File: src/sv/pocnt_pkg.sv
package pocnt_pkg;

  // sizes of the pattern store and the running count
  localparam int unsigned PATTERN_MAX = 32;
  localparam int unsigned COUNT_BITS  = 32;

  // fixed field widths
  localparam int unsigned BYTE_W     = 8;
  localparam int unsigned LEN_W      = 6;
  localparam int unsigned COOL_W     = 5;
  localparam int unsigned DATA_W     = 64;
  localparam int unsigned OUT_W      = 32;
  localparam int unsigned NUM_WORDS  = 4;
  localparam int unsigned WORD_BYTES = DATA_W / BYTE_W;
  localparam int unsigned PAT_BYTES  = NUM_WORDS * WORD_BYTES;
  localparam int unsigned PAT_IDX_W  = $clog2(PAT_BYTES);
  localparam int unsigned IDX_W      = 3;

  // configuration register indexes
  localparam logic [IDX_W-1:0] REG_LENGTH = 3'd0;
  localparam logic [IDX_W-1:0] REG_WORD_0 = 3'd1;
  localparam logic [IDX_W-1:0] REG_WORD_1 = 3'd2;
  localparam logic [IDX_W-1:0] REG_WORD_2 = 3'd3;
  localparam logic [IDX_W-1:0] REG_WORD_3 = 3'd4;

  typedef logic [BYTE_W-1:0] byte_t;

  // control broadcast to every window cell
  typedef struct packed {
    logic load;   // capture compare result
    logic shift;  // move the window by one byte
    logic clear;  // end of text, empty the window
  } cell_ctrl_t;

  // per-byte information handed from the cell row to the tally stage
  typedef struct packed {
    logic             active;
    logic             last;
    logic [LEN_W-1:0] len;
  } item_t;

endpackage

File: src/sv/pocnt_cfg.sv
module pocnt_cfg import pocnt_pkg::*; (
  input  logic                   clk_i,
  input  logic                   rst_ni,
  input  logic                   cfg_we_i,
  input  logic [IDX_W-1:0]       cfg_index_i,
  input  logic [DATA_W-1:0]      cfg_data_i,
  output byte_t                  pat_o [PATTERN_MAX],
  output logic [PATTERN_MAX-1:0] used_o,
  output logic [LEN_W-1:0]       eff_len_o
);

  logic [LEN_W-1:0]       len_q, len_d;
  logic [DATA_W-1:0]      word_q [NUM_WORDS];
  logic [DATA_W-1:0]      word_d [NUM_WORDS];
  byte_t                  pat_q [PATTERN_MAX];
  byte_t                  pat_d [PATTERN_MAX];
  logic [PATTERN_MAX-1:0] used_q, used_d;
  logic [LEN_W-1:0]       eff_q, eff_d;
  byte_t                  pb [PAT_BYTES];
  logic [LEN_W-1:0]       cap;
  logic [PATTERN_MAX-1:0] nz_mask;
  logic [LEN_W-1:0]       sel [PATTERN_MAX];

  always_comb begin
    len_d  = len_q;
    word_d = word_q;
    if (cfg_we_i) begin
      unique case (cfg_index_i)
        REG_LENGTH: len_d     = cfg_data_i[LEN_W-1:0];
        REG_WORD_0: word_d[0] = cfg_data_i;
        REG_WORD_1: word_d[1] = cfg_data_i;
        REG_WORD_2: word_d[2] = cfg_data_i;
        REG_WORD_3: word_d[3] = cfg_data_i;
        default: ;
      endcase
    end
  end

  // pattern bytes, then the length cut at the cap and the first zero byte
  always_comb begin
    for (int i = 0; i < PAT_BYTES; i++) begin
      pb[i] = word_d[i / WORD_BYTES][BYTE_W*(i % WORD_BYTES) +: BYTE_W];
    end
    cap = (len_d > LEN_W'(PATTERN_MAX)) ? LEN_W'(PATTERN_MAX) : len_d;
    for (int i = 0; i < PATTERN_MAX; i++) begin
      nz_mask[i] = (LEN_W'(i) < cap) && (pb[i] != '0);
    end
    eff_d = LEN_W'(PATTERN_MAX);
    for (int i = PATTERN_MAX - 1; i >= 0; i--) begin
      if (!nz_mask[i]) eff_d = LEN_W'(i);
    end
  end

  // cell k holds the pattern byte that must sit k places back in the window
  always_comb begin
    for (int k = 0; k < PATTERN_MAX; k++) begin
      used_d[k] = LEN_W'(k) < eff_d;
      sel[k]    = eff_d - LEN_W'(1) - LEN_W'(k);
      pat_d[k]  = used_d[k] ? pb[sel[k][PAT_IDX_W-1:0]] : '0;
    end
  end

  always_ff @(posedge clk_i or negedge rst_ni) begin
    if (!rst_ni) begin
      len_q  <= '0;
      eff_q  <= '0;
      used_q <= '0;
      for (int i = 0; i < NUM_WORDS; i++) word_q[i] <= '0;
      for (int k = 0; k < PATTERN_MAX; k++) pat_q[k] <= '0;
    end else begin
      len_q  <= len_d;
      word_q <= word_d;
      eff_q  <= eff_d;
      used_q <= used_d;
      pat_q  <= pat_d;
    end
  end

  assign pat_o     = pat_q;
  assign used_o    = used_q;
  assign eff_len_o = eff_q;

endmodule

File: src/sv/pocnt_cell.sv
module pocnt_cell import pocnt_pkg::*; (
  input  logic       clk_i,
  input  logic       rst_ni,
  input  cell_ctrl_t ctrl_i,
  input  byte_t      byte_i,
  input  byte_t      pat_i,
  input  logic       used_i,
  output byte_t      byte_o,
  output logic       ok_o
);

  byte_t win_q;
  logic  ok_q;

  always_ff @(posedge clk_i or negedge rst_ni) begin
    if (!rst_ni) begin
      win_q <= '0;
    end else if (ctrl_i.clear) begin
      win_q <= '0;
    end else if (ctrl_i.shift) begin
      win_q <= byte_i;
    end
  end

  // compare against the byte that enters this place
  always_ff @(posedge clk_i) begin
    if (ctrl_i.load) begin
      ok_q <= !used_i || (byte_i == pat_i);
    end
  end

  assign byte_o = win_q;
  assign ok_o   = ok_q;

endmodule

File: src/sv/pocnt_tally.sv
module pocnt_tally import pocnt_pkg::*; (
  input  logic                   clk_i,
  input  logic                   rst_ni,
  input  logic                   item_valid_i,
  input  item_t                  item_i,
  input  logic [PATTERN_MAX-1:0] ok_i,
  output logic                   fire_o,
  output logic                   out_valid_o,
  input  logic                   out_ready_i,
  output logic [OUT_W-1:0]       occurrence_count_o,
  output logic                   count_saturated_o
);

  logic [COUNT_BITS-1:0] count_q, count_d, count_next;
  logic                  sat_q, sat_d, sat_next;
  logic [COOL_W-1:0]     cool_q, cool_d, cool_next;
  logic                  out_valid_q, out_valid_d;
  logic [OUT_W-1:0]      out_count_q;
  logic                  out_sat_q;
  logic                  fire;
  logic                  hit;

  assign fire = item_valid_i && (!item_i.last || !out_valid_q || out_ready_i);

  always_comb begin
    hit = item_i.active && (item_i.len != '0) && (cool_q == '0) && (&ok_i);
    count_next = (hit && !(&count_q)) ? count_q + COUNT_BITS'(1) : count_q;
    sat_next   = sat_q || (hit && (&count_next));
    if (hit) begin
      cool_next = COOL_W'(item_i.len - LEN_W'(1));
    end else if (item_i.active && (cool_q != '0)) begin
      cool_next = cool_q - COOL_W'(1);
    end else begin
      cool_next = cool_q;
    end
  end

  always_comb begin
    count_d = count_q;
    sat_d   = sat_q;
    cool_d  = cool_q;
    if (fire) begin
      if (item_i.last) begin
        count_d = '0;
        sat_d   = 1'b0;
        cool_d  = '0;
      end else begin
        count_d = count_next;
        sat_d   = sat_next;
        cool_d  = cool_next;
      end
    end
    out_valid_d = (out_valid_q && !out_ready_i) || (fire && item_i.last);
  end

  always_ff @(posedge clk_i or negedge rst_ni) begin
    if (!rst_ni) begin
      count_q     <= '0;
      sat_q       <= 1'b0;
      cool_q      <= '0;
      out_valid_q <= 1'b0;
    end else begin
      count_q     <= count_d;
      sat_q       <= sat_d;
      cool_q      <= cool_d;
      out_valid_q <= out_valid_d;
    end
  end

  always_ff @(posedge clk_i) begin
    if (fire && item_i.last) begin
      out_count_q <= OUT_W'(count_next);
      out_sat_q   <= sat_next;
    end
  end

  assign fire_o             = fire;
  assign out_valid_o        = out_valid_q;
  assign occurrence_count_o = out_count_q;
  assign count_saturated_o  = out_sat_q;

  a_cool_range: assert property (@(posedge clk_i) disable iff (!rst_ni)
    cool_q <= COOL_W'(PATTERN_MAX - 1))
    else $error("cooldown beyond pattern length");

  a_sat_means_full: assert property (@(posedge clk_i) disable iff (!rst_ni)
    sat_q |-> (&count_q))
    else $error("saturation flag without full count");

  a_clear_after_last: assert property (@(posedge clk_i) disable iff (!rst_ni)
    (fire && item_i.last) |=> (count_q == '0) && (cool_q == '0) && !sat_q)
    else $error("per-text state not cleared after last byte");

  a_result_from_last: assert property (@(posedge clk_i) disable iff (!rst_ni)
    $rose(out_valid_q) |-> $past(fire && item_i.last))
    else $error("result raised without a last byte");

endmodule

File: src/sv/pattern_occurrence_counter_top.sv
// counts leftmost, non-overlapping occurrences of a pattern of up to 32 nonzero
// bytes in a text streamed one byte per transfer; the transfer marked last
// returns the saturating count and clears all per-text state. a row of 32
// window cells shifts in each byte before the first zero byte and compares it
// against a pre-aligned copy of the pattern in the cycle of the transfer; the
// compare results are registered and a tally stage applies the cooldown and
// updates the count. one byte is taken every cycle except at the only stall, a
// last byte whose result finds the output register still occupied; the tally
// stage writes the result there. a zero text byte stops counting until the
// end of the text. configuration writes take effect for bytes transferred from
// the following cycle on; no clearing pass is needed after reset
module pattern_occurrence_counter_top import pocnt_pkg::*; (
  input  logic              clk_i,
  input  logic              rst_ni,
  // configuration write port
  input  logic              cfg_we_i,
  input  logic [IDX_W-1:0]  cfg_index_i,
  input  logic [DATA_W-1:0] cfg_data_i,
  // text byte stream
  input  logic              in_valid_i,
  output logic              in_ready_o,
  input  logic [BYTE_W-1:0] text_byte_i,
  input  logic              last_byte_i,
  // count result
  output logic              out_valid_o,
  input  logic              out_ready_i,
  output logic [OUT_W-1:0]  occurrence_count_o,
  output logic              count_saturated_o
);

  byte_t                  pat [PATTERN_MAX];
  logic [PATTERN_MAX-1:0] used;
  logic [LEN_W-1:0]       eff_len;
  byte_t                  win [PATTERN_MAX];
  byte_t                  chain_in [PATTERN_MAX];
  logic [PATTERN_MAX-1:0] ok;
  cell_ctrl_t             ctrl;
  logic                   accept;
  logic                   active;
  logic                   fire;
  logic                   stop_q, stop_d;
  logic                   s1_valid_q, s1_valid_d;
  item_t                  s1_item_q;

  // pattern registers, aligned to window places at write time
  pocnt_cfg u_cfg (
    .clk_i      (clk_i),
    .rst_ni     (rst_ni),
    .cfg_we_i   (cfg_we_i),
    .cfg_index_i(cfg_index_i),
    .cfg_data_i (cfg_data_i),
    .pat_o      (pat),
    .used_o     (used),
    .eff_len_o  (eff_len)
  );

  // a transfer is taken when the tally stage is empty or moves on
  assign in_ready_o = !s1_valid_q || fire;
  assign accept     = in_valid_i && in_ready_o;

  // a byte counts only before the first zero byte of the text
  assign active = !stop_q && (text_byte_i != '0);

  always_comb begin
    ctrl.load  = accept;
    ctrl.shift = accept && active;
    ctrl.clear = accept && last_byte_i;
  end

  always_comb begin
    stop_d = stop_q;
    if (accept) begin
      if (last_byte_i) begin
        stop_d = 1'b0;
      end else if (!stop_q && (text_byte_i == '0)) begin
        stop_d = 1'b1;
      end
    end
    s1_valid_d = accept || (s1_valid_q && !fire);
  end

  always_ff @(posedge clk_i or negedge rst_ni) begin
    if (!rst_ni) begin
      stop_q     <= 1'b0;
      s1_valid_q <= 1'b0;
    end else begin
      stop_q     <= stop_d;
      s1_valid_q <= s1_valid_d;
    end
  end

  always_ff @(posedge clk_i) begin
    if (accept) begin
      s1_item_q <= '{active: active, last: last_byte_i, len: eff_len};
    end
  end

  // window cells: cell 0 takes the new byte, each other cell its left neighbour
  for (genvar k = 0; k < PATTERN_MAX; k++) begin : g_cell
    if (k == 0) begin : g_head
      assign chain_in[k] = text_byte_i;
    end else begin : g_body
      assign chain_in[k] = win[k-1];
    end

    pocnt_cell u_cell (
      .clk_i (clk_i),
      .rst_ni(rst_ni),
      .ctrl_i(ctrl),
      .byte_i(chain_in[k]),
      .pat_i (pat[k]),
      .used_i(used[k]),
      .byte_o(win[k]),
      .ok_o  (ok[k])
    );
  end

  // cooldown, count and the output register
  pocnt_tally u_tally (
    .clk_i             (clk_i),
    .rst_ni            (rst_ni),
    .item_valid_i      (s1_valid_q),
    .item_i            (s1_item_q),
    .ok_i              (ok),
    .fire_o            (fire),
    .out_valid_o       (out_valid_o),
    .out_ready_i       (out_ready_i),
    .occurrence_count_o(occurrence_count_o),
    .count_saturated_o (count_saturated_o)
  );

endmodule
File: config.mk
export PLATFORM = sky130hd
export DESIGN_NAME = pattern_occurrence_counter_top
export DESIGN_NICKNAME = d
export VERILOG_FILES = /design/src/sv/pocnt_pkg.sv /design/src/sv/pocnt_cfg.sv /design/src/sv/pocnt_cell.sv /design/src/sv/pocnt_tally.sv /design/src/sv/pattern_occurrence_counter_top.sv
export SDC_FILE = /design/constraint.sdc
export NUM_CORES = 2
export LEC_CHECK = 0
export BUFFER_PORTS_ARGS = -buffer_cell sky130_fd_sc_hd__buf_2
export CAP_MARGIN = 30
export CORE_ASPECT_RATIO = 1.4
export CORE_UTILIZATION = 25
export CTS_CLUSTER_DIAMETER = 150
export DETAILED_ROUTE_END_ITERATION = 10
export GPL_TIMING_DRIVEN = 0
export SYNTH_ARGS = -nofsm -noshare
export SYNTH_HDL_FRONTEND = slang
export SYNTH_SLANG_ARGS = --single-unit
File: constraint.sdc
create_clock -name clk_i -period 21.2 [get_ports clk_i]
set_clock_uncertainty 0.2 [all_clocks]
set_input_delay 4.24 -clock clk_i [delete_from_list [all_inputs] [get_ports clk_i]]
set_output_delay 4.24 -clock clk_i [all_outputs]
set_load 0.005 [all_outputs]
# Yosys cells after proc, flatten, opt, wreduce, memory -nomap -nowiden
# Cells that the tools add are included.
# word_totals
ff_bits,918
inputBits,81
out_inout_bits,35
word_cells,721
# classes
n_addsub,35
order_cmp,97
eq_ne,36
mux,238
n_bitwise,32
n_reduce_logical,170
# op_table
cell,n
$bmux W8 S5,32
$mux W8,158
$reduce_bool A8 Y1,33
$eq A8 B8 Y1,32
$mux W256,1
$mux W64,4
$mux W6,35
$ge A6 B6 Y1 const B,32
$lt A5 B6 Y1 const A,32
$not A5 Y6,32
$lt A4 B6 Y1 const A,16
$reduce_and A32 Y1,3
$sub A5 B5 Y5 const B,16
$mux W32,2
$lt A3 B6 Y1 const A,8
$logic_and A1 B1 Y1,47
$sub A5 B4 Y5 const B,8
$logic_not A1 Y1,39
$logic_or A1 B1 Y1,38
$add A32 B1 Y32 const B,1
$lt A1 B6 Y1 const A,4
$lt A2 B6 Y1 const A,4
$sub A5 B1 Y5 const B,4
$sub A5 B3 Y5 const B,4
15 further kinds,23

# Longest topological paths before layout
# depth
word_depth,46
mapped_depth,34
ltp_nobuf,22

# Cells and area by module
# Synthesis repeated with hierarchy kept, for this count alone.
# unflattened
hier_cells,4995
hier_area_um2,53826.6
# by_module_without_submodules
mod,n_inst,cells_per_inst,area_per_inst_um2,seq_area_each_um2
pocnt_cfg,1,3306,35023.6,13888.3
pocnt_cell,32,38,442.9,230.2
pocnt_tally,1,451,4235.3,1966.9
pattern_occurrence_counter_top,1,22,394.1,290.3

# Worst setup path before layout
# OpenSTA, ideal clock, no wires.
# synth_path
kind,input port to flip-flop
startpoint,input port cfg_index_i[0]
endpoint,"register u_cfg.pat_q, in the netlist u_cfg.pat_o[52]"
setup_ns,0.084
t_arrival_ns,11.175
required_time_ns,20.916
path_slack_ns,9.741
stages,30
n_path_buf,13
cell_sequence,buf_2 nor4b_1 buf_2 mux2_2 o211a_1 or2b_1 a211o_1 a2111oi_2 o311ai_4 nand2_4 buf_6 buf_4 buf_4 buf_2 buf_2 ha_1 clkbuf_1 clkinv_1 buf_1 clkbuf_1 clkbuf_1 ha_1 nand2_1 or4_4 and2_1 buf_6 nand2_4 buf_8 mux2_1 o22ai_1
# synth_rtl
item,line_no,rtl
from (decl),pattern_occurrence_counter_top.sv:17,"input logic [IDX_W-1:0] cfg_index_i,"
to (signal assigned),pocnt_cfg.sv:75,pat_q <= pat_d;
to (decl),pocnt_cfg.sv:15,byte_t pat_q [PATTERN_MAX];

==> impl_summary.md <==
Outcome
The flow ran to the end, and the final reports show no timing, DRC or antenna violations.

Final layout
The filler cell count in the final layout is 22690. In the final layout, the share of cells above drive strength 1 is 0.1379. The commonest non-fill, non-tap cell in the layout is nand2_1. The net count of the finished layout is 6157. Summing all multi-input logic gate instances after layout gives 28370 µm². The area added between synthesis and finish is 17.34%.

In the layout the commonest cells are nand2_1 (1155), dfrtp_1 (844), mux2i_1 (467). The sequential cells in the finished layout cover a total of about 23000 µm².

Critical path
The peak fanout along the critical path is 10. Among all stages on the critical path, the largest delay is contributed by a21boi_0. At the worst endpoint, the required time is 21640 ps.

The number of buffers and inverters on the critical path is 15. STA puts the critical path data arrival time at 16010 ps. In this design, the stage delay of the slowest critical-path cell is 810 ps. The type of the worst setup path is in2reg. The startpoint kind of the worst setup timing path is a primary input. The type of destination of the critical path is a flop.

The category of cells accounting for the largest share of critical-path delay is buffers and inverters. Counting stages on the worst path, the most repeated cell is buf_2.

Clock tree
For this design, the CTS-stage hold fixing added 0 buffers. The maximum buffer depth of the clock tree is 3. In this run, CTS created clock tree buffers numbering 98. The cell sitting at the root of the clock tree is a clkbuf_16.

The clock reaches the later pin of the worst-skew pair after 820 ps. After clock tree synthesis, the setup repair step added 0 buffers. The TritonCTS sink count is just over 900. The post-cts sizing count is 0. Clock-pin slew was measured on the worst setup and hold paths at 60 ps. CTS built an H-tree with a depth of 3. The clock tree from TritonCTS is done.

Logic synthesis
The average instance in the mapped netlist occupies about 9.5 µm². The most used flip-flop cell after synthesis is dfrtp_1. In the synthesized netlist the async set-or-reset flop fraction comes to 0.9204. The number of nets in the synthesized netlist is approximately 5800.

The total standard cell area after synthesis is 54120 µm². The Yosys step of the flow raised 0 warnings. The cell count after synthesis came out at 5718. The netlist uses 105 different library cells. The sequential-to-total area share from yosys stat is 0.4308. Counting flops and latches in the post-synthesis netlist gives 917. In this run, synthesis inferred between 70 and 80 flip-flops with an integrated enable.

Drt
The routed layout has 50200 vias. The first TritonRoute pass finished after 6 iterations. The final routed wire length divided by cell count is 38.82 µm. Using the TritonRoute via totals, the vias-per-cell ratio works out to 5.576. After detailed routing, the number of remaining DRC violations is 0. After the first detailed-routing iteration, the DRC count stood at between 5000 and 6000.

The remaining antenna violation count is 0. Wires add up to 349500 µm.

Floorplan
The die is 395.2 µm wide. The height of the die is 552.5 µm. The core outline area is 214800 µm².

Row generation in the floorplan step produced 201 rows. The starting density of the core is 0.2520. The I/O pin total is 116. The die outline area is between 200000 and 250000 µm².

Run
The count of max-cap constraint violations is 0.

Timing
Across all hold checks on the routed design, the worst slack comes to 222.2 ps. Dividing the final minimum period by the clock period gives 0.7346. Measured against its own limit, the worst slew margin works out to 0.2028. For the finished layout, the period the worst path requires is around 16000 ps.

The max-slew violation count is 0. Based on the critical path, the design can be clocked at up to 64.21 MHz. For the pin with the worst max-slew slack, the measured transition is approximately 1200 ps. Setup repair after global routing left no endpoint under its margin. The count of endpoints failing hold in the final timing report is 0. The worst path meets setup with 5626 ps of slack.

The final setup violation count is 0.

Placement
The final weighted congestion in routability-driven placement is 1.161. The HPWL after detailed placement is 295700 µm. During placement, the flow inserted port buffers numbering roughly 110. The worst slack at placement is 5228 ps.

Global route
After global routing the overflow that remains totals 0. The first global-routing pass estimated around 460000 µm of wire. The via count of the first global-routing pass is 49030. For this run, the total global-route usage over all layers was measured as 0.3144.

The pin count of the biggest net entering global routing is approximately 120. The number of antenna violations at the first check in global routing came to 22.

Worst hold path
The worst hold path belongs to the class reg2reg.
==> area by class of cell <==
class | count | share of cell area
inverters | 231 | 0.01367
clock buffers | 137 | 0.04455
clock inverters | 46 | 0.008984
plain buffers | 356 | 0.02573
diodes | 17 | 0.0006699
well taps | 2842 | 0.05599
multi-input cells | 4214 | 0.4467
flip-flops and latches | 917 | 0.3671
repair buffers | 242 | 0.03657
==> flip-flops by register name (all words and copies together), names as in the netlist <==
| register | cells |
|---|---|
| g_cell.u_cell.byte_o | 248 |
| g_cell.u_cell.ok_o | 32 |
| s1_item_q | 8 |
| s1_valid_q | 1 |
| stop_q | 1 |
| u_cfg.eff_len_o | 6 |
| u_cfg.len_q | 6 |
| u_cfg.pat_o | 256 |
| u_cfg.used_o | 31 |
| u_cfg.word_q | 256 |
| u_tally.cool_q | 5 |
| u_tally.count_q | 32 |
| u_tally.count_saturated_o | 1 |
| u_tally.occurrence_count_o | 32 |
| u_tally.out_valid_o | 1 |
| u_tally.sat_q | 1 |
==> kinds of logic (layout without fill, tap and decap cells) <==
family | after synthesis | in the layout | share of synthesized area
flops | 917 | 917 | 0.4308
buf+inv | 587 | 1012 | 0.04617
simple gates | 2022 | 2022 | 0.1662
other cells | 0 | 17 | 0
compound gates | 1093 | 1093 | 0.1210
mux | 757 | 757 | 0.1749
xor+xnor | 326 | 326 | 0.05724
fa+ha+maj | 16 | 16 | 0.003699
==> stage by stage <==
stage               instances  setup TNS (ps)  area, µm²  utilization
global placement         8671        -2185460      58230       0.2711
global route             8985               0      63460       0.2955
CTS                      8976               0      63370       0.2950
finish                   9002               0      63500       0.2957
floorplan                5718               0      54120            -
detailed placement       8793               0      59970       0.2792
==> path summary, 6_finish.rpt <==
path                                    start          endpoint  slack, ps  depth (start not counted)
setup / recovery               cfg_index_i[0]  u_cfg.pat_o[234]       5630                         28
hold / removal             u_cfg.eff_len_o[1]      s1_item_q[1]        220                          0
setup reg to reg               u_cfg.len_q[5]  u_cfg.pat_o[246]       9640                         25
max in group asynchronous              rst_ni  u_cfg.pat_o[200]      14150                          7
min in group asynchronous              rst_ni  u_cfg.word_q[42]       3240                          1
hold reg to reg            u_cfg.eff_len_o[1]      s1_item_q[1]        220                          0
==> metal layers <==
metal | GRT usage | wire length [µm] | up-vias
met5 | 0 | 27 | -
met3 | 0.06724 | 22630 | 1223
li1 | - | - | 20830
met1 | 0.3220 | 118400 | 25250
met4 | 0.3541 | 48130 | 4
met2 | 0.5050 | 160400 | 2896
==> synthesized netlist by cell type (8+ instances only) <==
cell       number  area share
nand2_1      1155       0.080
dfrtp_1       844        0.39
mux2i_1       482       0.089
a21oi_1       437       0.040
nor2_1        330       0.023
xnor2_1       289       0.047
o21ai_0       234       0.022
inv_1         222       0.015
clkbuf_1      199       0.014
o22ai_1       138       0.016
mux4_2        136       0.057
mux2_2        127       0.026
nand4_1        94       0.011
nand3_1        85      0.0079
nor4_1         81      0.0094
edfxtp_1       73       0.041
and2_1         66      0.0076
buf_2          65      0.0060
a22o_1         64       0.010
buf_1          56      0.0039
nor3_1         43      0.0040
a211oi_1       36      0.0050
nand2b_1       36      0.0042
buf_4          21      0.0029
a31oi_1        19      0.0022
and3_1         17      0.0020
o211ai_1       17      0.0024
o2bb2ai_1      17      0.0028
ha_1           16      0.0037
or3_1          16      0.0018
xor2_1         16      0.0026
nor2b_1        15      0.0017
o21ai_1        15      0.0014
o31ai_1        15      0.0021
buf_6          12      0.0025
a21o_1         11      0.0015
or4_1          11      0.0015
and4_1         10      0.0016
mux2_1         10      0.0021
xnor3_1        10      0.0042
a32oi_1         9      0.0015
xnor2_2         9      0.0027
o221ai_1        8      0.0013
==> worst register-to-register path, cell delays in order (launching register included) <==
cell and delay (ps):
dfrtp_1 420, clkbuf_1 270, and3b_1 420, nor4b_1 100, nor4_1 460, or2b_1 280
a211o_1 310, a2111oi_2 650, o311ai_4 230, nand2_4 320, buf_6 290, buf_4 330
buf_4 290, buf_2 450, buf_2 650, ha_1 530, clkbuf_1 330, clkinv_1 250
buf_1 720, buf_1 590, clkbuf_1 710, mux2i_1 190, o21ai_0 580, mux2i_1 540
mux2_1 520, a211oi_1 690
Power is left out: the tool's default activity adds up to more than one toggle a clock period on the data nets, which glitch-free logic cannot reach.
